==> src/debounce_edge_auto_repeat_assert.svh <==
// Assertion helpers shared by the block's RTL.
`ifndef DEBOUNCE_EDGE_AUTO_REPEAT_ASSERT_SVH
`define DEBOUNCE_EDGE_AUTO_REPEAT_ASSERT_SVH

// Same-cycle implication, clocked on clk, off while rst_n is low.
`define DEAR_ASSERT_NOW(label, ante, cons) \
  label: assert property (@(posedge clk) disable iff (!rst_n) (ante) |-> (cons)) \
    else $error("dear: same-cycle check failed");

// Next-cycle implication, clocked on clk, off while rst_n is low.
`define DEAR_ASSERT_NEXT(label, ante, cons) \
  label: assert property (@(posedge clk) disable iff (!rst_n) (ante) |=> (cons)) \
    else $error("dear: next-cycle check failed");

`endif

==> src/dear_pkg.sv <==
package dear_pkg;

  localparam int TIME_W     = 32;
  localparam int NUM_ACT    = 4;
  localparam int ACT_W      = 2;
  localparam int DBC_W      = 8;
  localparam int DLY_W      = 16;
  localparam int CFG_IDX_W  = 2;
  localparam int CFG_DATA_W = 16;

  // reset values of the registers
  localparam logic [DBC_W-1:0] K_DEBOUNCE_MS  = 8'd8;
  localparam logic [DLY_W-1:0] K_FIRST_DELAY  = 16'd500;
  localparam logic [DLY_W-1:0] K_REPEAT_IVL   = 16'd150;

  // register indexes
  localparam logic [CFG_IDX_W-1:0] CFG_DEBOUNCE    = 2'd0;
  localparam logic [CFG_IDX_W-1:0] CFG_FIRST_DELAY = 2'd1;
  localparam logic [CFG_IDX_W-1:0] CFG_REPEAT_IVL  = 2'd2;

  // item modes
  localparam logic [1:0] MODE_SAMPLE = 2'd0;
  localparam logic [1:0] MODE_WAS    = 2'd1;
  localparam logic [1:0] MODE_REPEAT = 2'd2;
  localparam logic [1:0] MODE_IS     = 2'd3;

  // stick codes
  localparam logic [2:0] DIR_UP    = 3'd1;
  localparam logic [2:0] DIR_DOWN  = 3'd2;
  localparam logic [2:0] DIR_LEFT  = 3'd3;
  localparam logic [2:0] DIR_RIGHT = 3'd4;

  // action slots
  localparam int ACT_UP   = 0;
  localparam int ACT_DOWN = 1;
  localparam int ACT_OK   = 2;
  localparam int ACT_BACK = 3;

  typedef logic [TIME_W-1:0] time_t;

endpackage

==> src/debounce_edge_auto_repeat.sv <==
// Channel  Dir  Handshake          Payload
// in_      in   in_valid/in_ready  mode, direction, switch_pressed, action, now_ms
// out_     out  out_valid/out_ready answer
// cfg_     in   cfg_valid/cfg_ready cfg_index, cfg_data
//
// One word per cycle sustained while out_ready is high. An accepted word passes the
// input register, then the state update and answer register, which raises out_valid.
// rst_n is synchronous: all per-action state clears to zero, registers to defaults.
// A stalled out_ holds its word; in_ still takes one more word into the input register.
// cfg_ready is always high; writes to an unused index are dropped.
module debounce_edge_auto_repeat (
  input  logic                              clk,
  input  logic                              rst_n,
  input  logic                              in_valid,
  output logic                              in_ready,
  input  logic [1:0]                        in_mode,
  input  logic [2:0]                        in_direction,
  input  logic                              in_switch_pressed,
  input  logic [dear_pkg::ACT_W-1:0]        in_action,
  input  logic [dear_pkg::TIME_W-1:0]       in_now_ms,
  output logic                              out_valid,
  input  logic                              out_ready,
  output logic                              out_answer,
  input  logic                              cfg_valid,
  output logic                              cfg_ready,
  input  logic [dear_pkg::CFG_IDX_W-1:0]    cfg_index,
  input  logic [dear_pkg::CFG_DATA_W-1:0]   cfg_data
);
  import dear_pkg::*;

  `include "debounce_edge_auto_repeat_assert.svh"

  logic [DBC_W-1:0] dbc_r;
  logic [DLY_W-1:0] first_dly_r;
  logic [DLY_W-1:0] rep_ivl_r;

  logic              s0_valid_r;
  logic [1:0]        s0_mode_r;
  logic [2:0]        s0_dir_r;
  logic              s0_sw_r;
  logic [ACT_W-1:0]  s0_act_r;
  time_t             s0_now_r;

  logic              out_valid_r;
  logic              out_answer_r;

  logic [NUM_ACT-1:0] stable_r, stable_nxt;
  logic [NUM_ACT-1:0] last_raw_r, last_raw_nxt;
  logic [NUM_ACT-1:0] edge_r, edge_nxt;
  time_t              chg_time_r [NUM_ACT];
  time_t              chg_time_nxt [NUM_ACT];
  time_t              press_time_r [NUM_ACT];
  time_t              press_time_nxt [NUM_ACT];
  time_t              fire_time_r [NUM_ACT];
  time_t              fire_time_nxt [NUM_ACT];

  logic               s0_adv, s0_fire, in_fire, ans;
  logic [NUM_ACT-1:0] raw;
  logic [NUM_ACT-1:0] act_oh;
  time_t              since_press, since_fire;

  assign in_fire   = in_valid && in_ready;
  assign s0_adv    = !out_valid_r || out_ready;
  assign s0_fire   = s0_valid_r && s0_adv;
  assign in_ready  = !s0_valid_r || s0_adv;
  assign out_valid = out_valid_r;
  assign out_answer = out_answer_r;
  assign cfg_ready = 1'b1;

  always_comb begin
    raw[ACT_UP]   = (s0_dir_r == DIR_UP);
    raw[ACT_DOWN] = (s0_dir_r == DIR_DOWN);
    raw[ACT_OK]   = (s0_dir_r == DIR_RIGHT) || s0_sw_r;
    raw[ACT_BACK] = (s0_dir_r == DIR_LEFT);
    act_oh = '0;
    act_oh[s0_act_r] = 1'b1;
  end

  assign since_press = s0_now_r - press_time_r[s0_act_r];
  assign since_fire  = s0_now_r - fire_time_r[s0_act_r];

  always_comb begin
    stable_nxt     = stable_r;
    last_raw_nxt   = last_raw_r;
    edge_nxt       = edge_r;
    chg_time_nxt   = chg_time_r;
    press_time_nxt = press_time_r;
    fire_time_nxt  = fire_time_r;
    ans            = 1'b0;
    if (s0_fire) begin
      unique case (s0_mode_r)
        MODE_SAMPLE: begin
          for (int i = 0; i < NUM_ACT; i++) begin
            if (raw[i] != last_raw_r[i]) begin
              last_raw_nxt[i] = raw[i];
              chg_time_nxt[i] = s0_now_r;
            end else if ((s0_now_r - chg_time_r[i]) >=
                         {{(TIME_W-DBC_W){1'b0}}, dbc_r}) begin
              if (raw[i] != stable_r[i]) begin
                stable_nxt[i] = raw[i];
                if (raw[i]) begin
                  edge_nxt[i]       = 1'b1;
                  press_time_nxt[i] = s0_now_r;
                  fire_time_nxt[i]  = s0_now_r;
                end
              end
            end
          end
        end
        MODE_WAS: begin
          if (edge_r[s0_act_r]) begin
            edge_nxt[s0_act_r] = 1'b0;
            ans = 1'b1;
          end
        end
        MODE_REPEAT: begin
          if (edge_r[s0_act_r]) begin
            edge_nxt[s0_act_r]      = 1'b0;
            fire_time_nxt[s0_act_r] = s0_now_r;
            ans = 1'b1;
          end else if (stable_r[s0_act_r]
                       && since_press >= {{(TIME_W-DLY_W){1'b0}}, first_dly_r}
                       && since_fire  >= {{(TIME_W-DLY_W){1'b0}}, rep_ivl_r}) begin
            fire_time_nxt[s0_act_r] = s0_now_r;
            ans = 1'b1;
          end
        end
        MODE_IS: ans = stable_r[s0_act_r];
      endcase
    end
  end

  always_ff @(posedge clk) begin
    if (!rst_n) begin
      dbc_r       <= K_DEBOUNCE_MS;
      first_dly_r <= K_FIRST_DELAY;
      rep_ivl_r   <= K_REPEAT_IVL;
    end else if (cfg_valid && cfg_ready) begin
      unique case (cfg_index)
        CFG_DEBOUNCE:    dbc_r       <= cfg_data[DBC_W-1:0];
        CFG_FIRST_DELAY: first_dly_r <= cfg_data[DLY_W-1:0];
        CFG_REPEAT_IVL:  rep_ivl_r   <= cfg_data[DLY_W-1:0];
        default: ;
      endcase
    end
  end

  always_ff @(posedge clk) begin
    if (!rst_n) begin
      s0_valid_r  <= 1'b0;
      out_valid_r <= 1'b0;
    end else begin
      if (in_fire)
        s0_valid_r <= 1'b1;
      else if (s0_fire)
        s0_valid_r <= 1'b0;
      if (s0_fire)
        out_valid_r <= 1'b1;
      else if (out_ready)
        out_valid_r <= 1'b0;
    end
  end

  always_ff @(posedge clk) begin
    if (in_fire) begin
      s0_mode_r <= in_mode;
      s0_dir_r  <= in_direction;
      s0_sw_r   <= in_switch_pressed;
      s0_act_r  <= in_action;
      s0_now_r  <= in_now_ms;
    end
    if (s0_fire)
      out_answer_r <= ans;
  end

  always_ff @(posedge clk) begin
    if (!rst_n) begin
      stable_r   <= '0;
      last_raw_r <= '0;
      edge_r     <= '0;
      for (int i = 0; i < NUM_ACT; i++) begin
        chg_time_r[i]   <= '0;
        press_time_r[i] <= '0;
        fire_time_r[i]  <= '0;
      end
    end else begin
      stable_r     <= stable_nxt;
      last_raw_r   <= last_raw_nxt;
      edge_r       <= edge_nxt;
      chg_time_r   <= chg_time_nxt;
      press_time_r <= press_time_nxt;
      fire_time_r  <= fire_time_nxt;
    end
  end

  // sample words always answer 0
  `DEAR_ASSERT_NEXT(a_sample_zero, s0_fire && (s0_mode_r == MODE_SAMPLE), !out_answer_r)
  // a was-pressed query leaves the queried edge cleared
  `DEAR_ASSERT_NEXT(a_was_clears, s0_fire && (s0_mode_r == MODE_WAS), (edge_r & $past(act_oh)) == '0)
  // a newly accepted press always raises its edge
  `DEAR_ASSERT_NOW(a_press_edge, 1'b1, ((stable_r & ~$past(stable_r) & ~edge_r) == '0))

endmodule

==> config.mk <==
export PLATFORM = sky130hd
export DESIGN_NAME = debounce_edge_auto_repeat
export DESIGN_NICKNAME = d
export VERILOG_FILES = /design/src/dear_pkg.sv /design/src/debounce_edge_auto_repeat.sv
export VERILOG_INCLUDE_DIRS = /design/src /design/src/src
export SDC_FILE = /design/constraint.sdc
export NUM_CORES = 1
export LEC_CHECK = 0
export ABC_CLOCK_PERIOD_IN_PS = 8150
export BUFFER_PORTS_ARGS = -buffer_cell sky130_fd_sc_hd__buf_2
export CORE_AREA = 2 2 293 295
export DETAILED_ROUTE_END_ITERATION = 7
export DIE_AREA = 0 0 295 297
export PLACE_DENSITY = 0.62
export SLEW_MARGIN = 20
export SYNTH_ARGS = -nofsm -noshare
export SYNTH_HDL_FRONTEND = slang
export SYNTH_SLANG_ARGS = --single-unit
export TNS_END_PERCENT = 100
==> constraint.sdc <==
create_clock -name clk -period 8.15 [get_ports clk]
set_clock_uncertainty 0.15 [all_clocks]
set_input_delay 0.815 -clock clk [delete_from_list [all_inputs] [get_ports clk]]
set_output_delay 0.815 -clock clk [all_outputs]
set_load 0.02 [all_outputs]
==> out/results.txt <==
After clock tree synthesis, the clock-pin slew on the worst setup and hold paths is 0.06 ns. The tools report the critical path startpoint category as a register. The H-tree was split into 2 levels.

Power density relative to cell area: 171 mW/mm². The transition time at the pin with the least slew margin is 1.12 ns. For the worst-skew pair, the clock arrives at the later sink with an insertion delay of 0.64 ns. The number of nets in the synthesized netlist is 4277. Setup repair after global routing left no endpoint under its margin. Of the total power, registers draw 40.3%. The number of enable flip-flop cells after synthesis was 41; the maximum number of pins on one net before global-route repair was 97.

The number of instances in the synthesized netlist is 3951. After detailed routing, the number of vias per cell comes to 5.56. For this run, the leading register cell type out of synthesis is sky130_fd_sc_hd__dfxtp_1. Final standard cell count with taps included and fillers excluded: 5088. Wires add up to 99900 µm. The post-synthesis sequential element count works out to 479. The logs give 4987 for the number of placed instances, taps included and 7.11 ns for the arrival time of data at the critical path endpoint. Net load switching power: 1.79 mW. After clock tree synthesis, the flow added hold-fix buffers numbering 0. The floorplan step defined a die boundary enclosing 0.0876 mm².

Combinational logic burns 17.2% of the power. TritonCTS built the clock tree. In this run the horizontal extent of the chip is 295 µm. The critical path is of the register to register type. In the finished design, the share of the clock period the worst path needs comes to 82.2%. The min-delay analysis places its worst path in the category input pin to register.

The cell row count is 107. The number of buffers inserted during clock tree synthesis was 54. The run gives 7 as the first-pass detailed-route iteration total. Across all layers, the routed design uses 28289 vias.

67 I/O pins were placed. The mean post-synth cell area is 8.30 µm², and the final setup violation count is 0. For the number of global-route vias before repair, the log shows 26235. The logs give 2 for the number of antenna violations at the first check in global routing and 1.45 ns for the post-layout worst setup margin. The clock period minus final worst setup slack is 6.70 ns, and the number of synthesis warnings is 0. The layout net count came out at 4225. Number of nets with antenna violations after detailed routing: 0. Max-cap violations in this run came to 0. The count of clock tree sinks is 479, and the share of flip-flops with an asynchronous set or reset after synthesis is 0%. The total negative slack was 0 ns. The tree is rooted in a sky130_fd_sc_hd__clkbuf_16. The number of gates resized after CTS was 0; the detailed placement HPWL was 71400 µm. Synthesis instantiated 112 different standard cells from the library. Biggest fanout along the worst timing path: 32.

For the count of fill cells added during filler insertion, the log shows 8462. The tools report the DRC violations left as 0. The final-layout worst hold slack was 0.203 ns. The logs give 1.48 ns for the worst setup slack before clock tree synthesis and 0.955 for the placer's final routability congestion estimate.

0 antenna diodes ended up in the layout. The cell area that synthesis handed to floorplanning was 0.0328 mm². The die is 297 µm tall. Once the floorplan was initialized, standard cells occupied 38.8% of the core. Final global-route overflow total: 0. Growth of design area from synthesis to finish: 8.40%.

The average wire per cell in the routed design was 19.6 µm; the clock tree buffer depth was 3. The portion of the post-synthesis area used by sequential elements was 30.5%; the switching power share of the total was 29.4%. Of the cells placed in the final design, the portion with a size suffix greater than 1 is 8.52%. For this run, the total global-route usage over all layers was measured as 22.3%.

The core footprint was 0.0845 mm²; the global-route wire length before repair was 155000 µm. The internal power of the cells totals 4.30 mW. The number of port buffers is 65, and the leakage power is 13.2 nW. The tools report the fmax as 149 MHz. The run gives 0 as the post-CTS setup-driven buffer insertion count.

VDD sags by at most 0.165 mV. The run gives 0 as the number of max-slew violations in the final report. The flow ran to the end, and the final reports show no timing, DRC or antenna violations. The logs give 0 for the final number of hold-violating endpoints and 25.1% for the worst slew slack as a fraction of its limit. For this block, the initial DRC count from the detailed router was 2179. STA classifies the critical path endpoint as a register. For the part of the power in the clock network, the log shows 42.5%. For the worst setup path, the data required time is 8.56 ns.
## cell families after synthesis
group,share of synthesized area (%)
AO/OA/AOI/OAI,19.4
XOR/XNOR,3.05
adder cells (fa/ha/maj),10.2
buffers and inverters,7.57
flip-flops,30.5
multiplexers,11.9
other,0.0114
AND/OR/NAND/NOR,17.4
## per-layer routing
| metal | wire, µm | vias to the layer above | global-route usage (%) |
|---|---|---|---|
| li1 | - | 13907 | - |
| met1 | 46100 | 13518 | 30.6 |
| met2 | 45900 | 730 | 36.6 |
| met3 | 4750 | 134 | 2.52 |
| met4 | 3150 | 0 | 6.97 |
| met5 | 0 | - | 0 |
## power by group through the flow
stage | Clock (mW) | Combinational (mW) | Sequential [mW]
after detailed placement | 0 | 1.03 | 2.51
final | 2.59 | 1.05 | 2.45
after CTS | 2.65 | 1.03 | 2.45
after global routing | 2.73 | 1.15 | 2.46
after floorplan | 0 | 0.758 | 2.49
after global placement | 0 | 1.03 | 2.51
## final timing paths
path / startpoint / endpoint / slack [ns] / cells after the start
worst min-delay path: in_now_ms[10] / s0_now_r[10]$_DFFE_PP_ / 0.20 / 1
worst max-delay path: s0_act_r[1]$_DFFE_PP_ / fire_time_r[77]$_SDFFE_PN0P_ / 1.45 / 23
worst min register to register: chg_time_r[19]$_SDFFE_PN0P_ / chg_time_r[19]$_SDFFE_PN0P_ / 0.30 / 2
worst max register to register: s0_act_r[1]$_DFFE_PP_ / fire_time_r[77]$_SDFFE_PN0P_ / 1.45 / 23
## cells in the mapped netlist, types with 10 or more instances
cell,n,area (µm²)
sky130_fd_sc_hd__inv_1,274,1030
sky130_fd_sc_hd__a2111oi_0,16,140
sky130_fd_sc_hd__nor3_1,41,205
sky130_fd_sc_hd__a21o_1,62,465
sky130_fd_sc_hd__mux2i_1,236,2360
sky130_fd_sc_hd__o21ai_1,13,65.1
sky130_fd_sc_hd__a21boi_0,18,135
sky130_fd_sc_hd__a211oi_1,29,218
sky130_fd_sc_hd__and2_1,23,144
sky130_fd_sc_hd__xor2_1,45,394
sky130_fd_sc_hd__a21oi_1,388,1940
sky130_fd_sc_hd__o21ai_0,145,726
sky130_fd_sc_hd__xnor2_1,69,604
sky130_fd_sc_hd__nand4_1,65,407
sky130_fd_sc_hd__ha_1,257,3220
sky130_fd_sc_hd__nor2_1,264,991
sky130_fd_sc_hd__nand2b_1,26,163
sky130_fd_sc_hd__clkbuf_1,145,544
sky130_fd_sc_hd__buf_2,19,95.1
sky130_fd_sc_hd__buf_4,12,90.1
sky130_fd_sc_hd__a221oi_1,10,87.6
sky130_fd_sc_hd__nand2_1,653,2450
sky130_fd_sc_hd__nor4_1,16,100
sky130_fd_sc_hd__a31oi_1,23,144
sky130_fd_sc_hd__buf_1,11,41.3
sky130_fd_sc_hd__nand3_1,75,375
sky130_fd_sc_hd__o211ai_1,45,338
sky130_fd_sc_hd__mux4_2,66,1490
sky130_fd_sc_hd__o22ai_1,10,62.6
sky130_fd_sc_hd__edfxtp_1,41,1230
sky130_fd_sc_hd__nor2b_1,31,194
sky130_fd_sc_hd__dfxtp_1,438,8770
sky130_fd_sc_hd__or3_1,16,100
sky130_fd_sc_hd__o21bai_1,29,218
sky130_fd_sc_hd__o2111ai_1,12,105
sky130_fd_sc_hd__buf_6,13,146
sky130_fd_sc_hd__a211o_1,17,149
sky130_fd_sc_hd__o21a_1,60,450
sky130_fd_sc_hd__clkbuf_8,31,427
sky130_fd_sc_hd__and3_1,19,119
sky130_fd_sc_hd__o31ai_1,17,128
## flip-flops by register name, indices dropped and copies added, names as in the netlist, 2 cells and up
register / flops
chg_time_r: 128
dbc_r: 8
edge_r: 4
fire_time_r: 128
first_dly_r: 16
last_raw_r: 4
press_time_r: 128
rep_ivl_r: 16
s0_act_r: 2
s0_dir_r: 3
s0_mode_r: 2
s0_now_r: 32
stable_r: 4
## area by class of cell
class / instances / area [µm²] / area share, %
Sequential cell: 479 / 10000 / 28.1
Tap cell: 1144 / 1430 / 4.03
Timing Repair Buffer: 131 / 852 / 2.40
Clock inverter: 27 / 348 / 0.979
Inverter: 275 / 1040 / 2.93
Clock buffer: 74 / 1520 / 4.27
Multi-Input combinational cell: 2958 / 20300 / 57.3
## metrics by stage
| stage | total power, mW | utilization [%] | area [µm²] |
|---|---|---|---|
| 4_1_cts | 6.13 | 42.1 | 35500 |
| 2_1_floorplan | 3.25 | - | 32800 |
| 6_report | 6.09 | 42.1 | 35500 |
| 5_1_grt | 6.34 | 42.1 | 35500 |
| 3_5_place_dp | 3.53 | 39.8 | 33700 |
| 3_3_place_gp | 3.53 | 39.8 | 33700 |
## layout by cell type (no fill, tap or decap), types with 26 or more instances in the layout
cell type and count:
sky130_fd_sc_hd__nor3_1 40, sky130_fd_sc_hd__nand2b_1 26, sky130_fd_sc_hd__xnor2_1 69, sky130_fd_sc_hd__o21a_1 60, sky130_fd_sc_hd__buf_4 64, sky130_fd_sc_hd__o21ai_0 145, sky130_fd_sc_hd__edfxtp_1 41, sky130_fd_sc_hd__buf_2 64
sky130_fd_sc_hd__nand3_1 75, sky130_fd_sc_hd__nand4_1 65, sky130_fd_sc_hd__a21o_1 62, sky130_fd_sc_hd__xor2_1 45, sky130_fd_sc_hd__inv_1 274, sky130_fd_sc_hd__ha_1 257, sky130_fd_sc_hd__o21bai_1 29, sky130_fd_sc_hd__a21oi_1 388
sky130_fd_sc_hd__dfxtp_1 438, sky130_fd_sc_hd__mux2i_1 236, sky130_fd_sc_hd__mux4_2 66, sky130_fd_sc_hd__nor2b_1 31, sky130_fd_sc_hd__o211ai_1 45, sky130_fd_sc_hd__clkbuf_16 56, sky130_fd_sc_hd__nand2_1 653, sky130_fd_sc_hd__a211oi_1 29
sky130_fd_sc_hd__nor2_1 263
## worst max-delay path, cell delays in order, from the launching register on
cell                        delay (ns)
sky130_fd_sc_hd__edfxtp_1         0.73
sky130_fd_sc_hd__buf_12           0.25
sky130_fd_sc_hd__mux4_2           0.31
sky130_fd_sc_hd__ha_1             0.22
sky130_fd_sc_hd__fa_1             0.42
sky130_fd_sc_hd__nand2b_1         0.18
sky130_fd_sc_hd__a21oi_1          0.22
sky130_fd_sc_hd__o21ai_0          0.23
sky130_fd_sc_hd__nand3_1          0.20
sky130_fd_sc_hd__xor2_1           0.20
sky130_fd_sc_hd__ha_1             0.27
sky130_fd_sc_hd__nand2_1          0.06
sky130_fd_sc_hd__o21ai_0          0.13
sky130_fd_sc_hd__a221oi_1         0.25
sky130_fd_sc_hd__and4b_1          0.26
sky130_fd_sc_hd__o2111ai_1        0.10
sky130_fd_sc_hd__nor4b_1          0.32
sky130_fd_sc_hd__o2111ai_1        0.17
sky130_fd_sc_hd__a2111oi_2        0.44
sky130_fd_sc_hd__a41oi_2          0.25
sky130_fd_sc_hd__nor2_4           0.25
sky130_fd_sc_hd__or3b_2           0.16
sky130_fd_sc_hd__buf_4            0.52
sky130_fd_sc_hd__mux2i_1          0.27
Note: power is estimated with default switching activity, not from simulation.
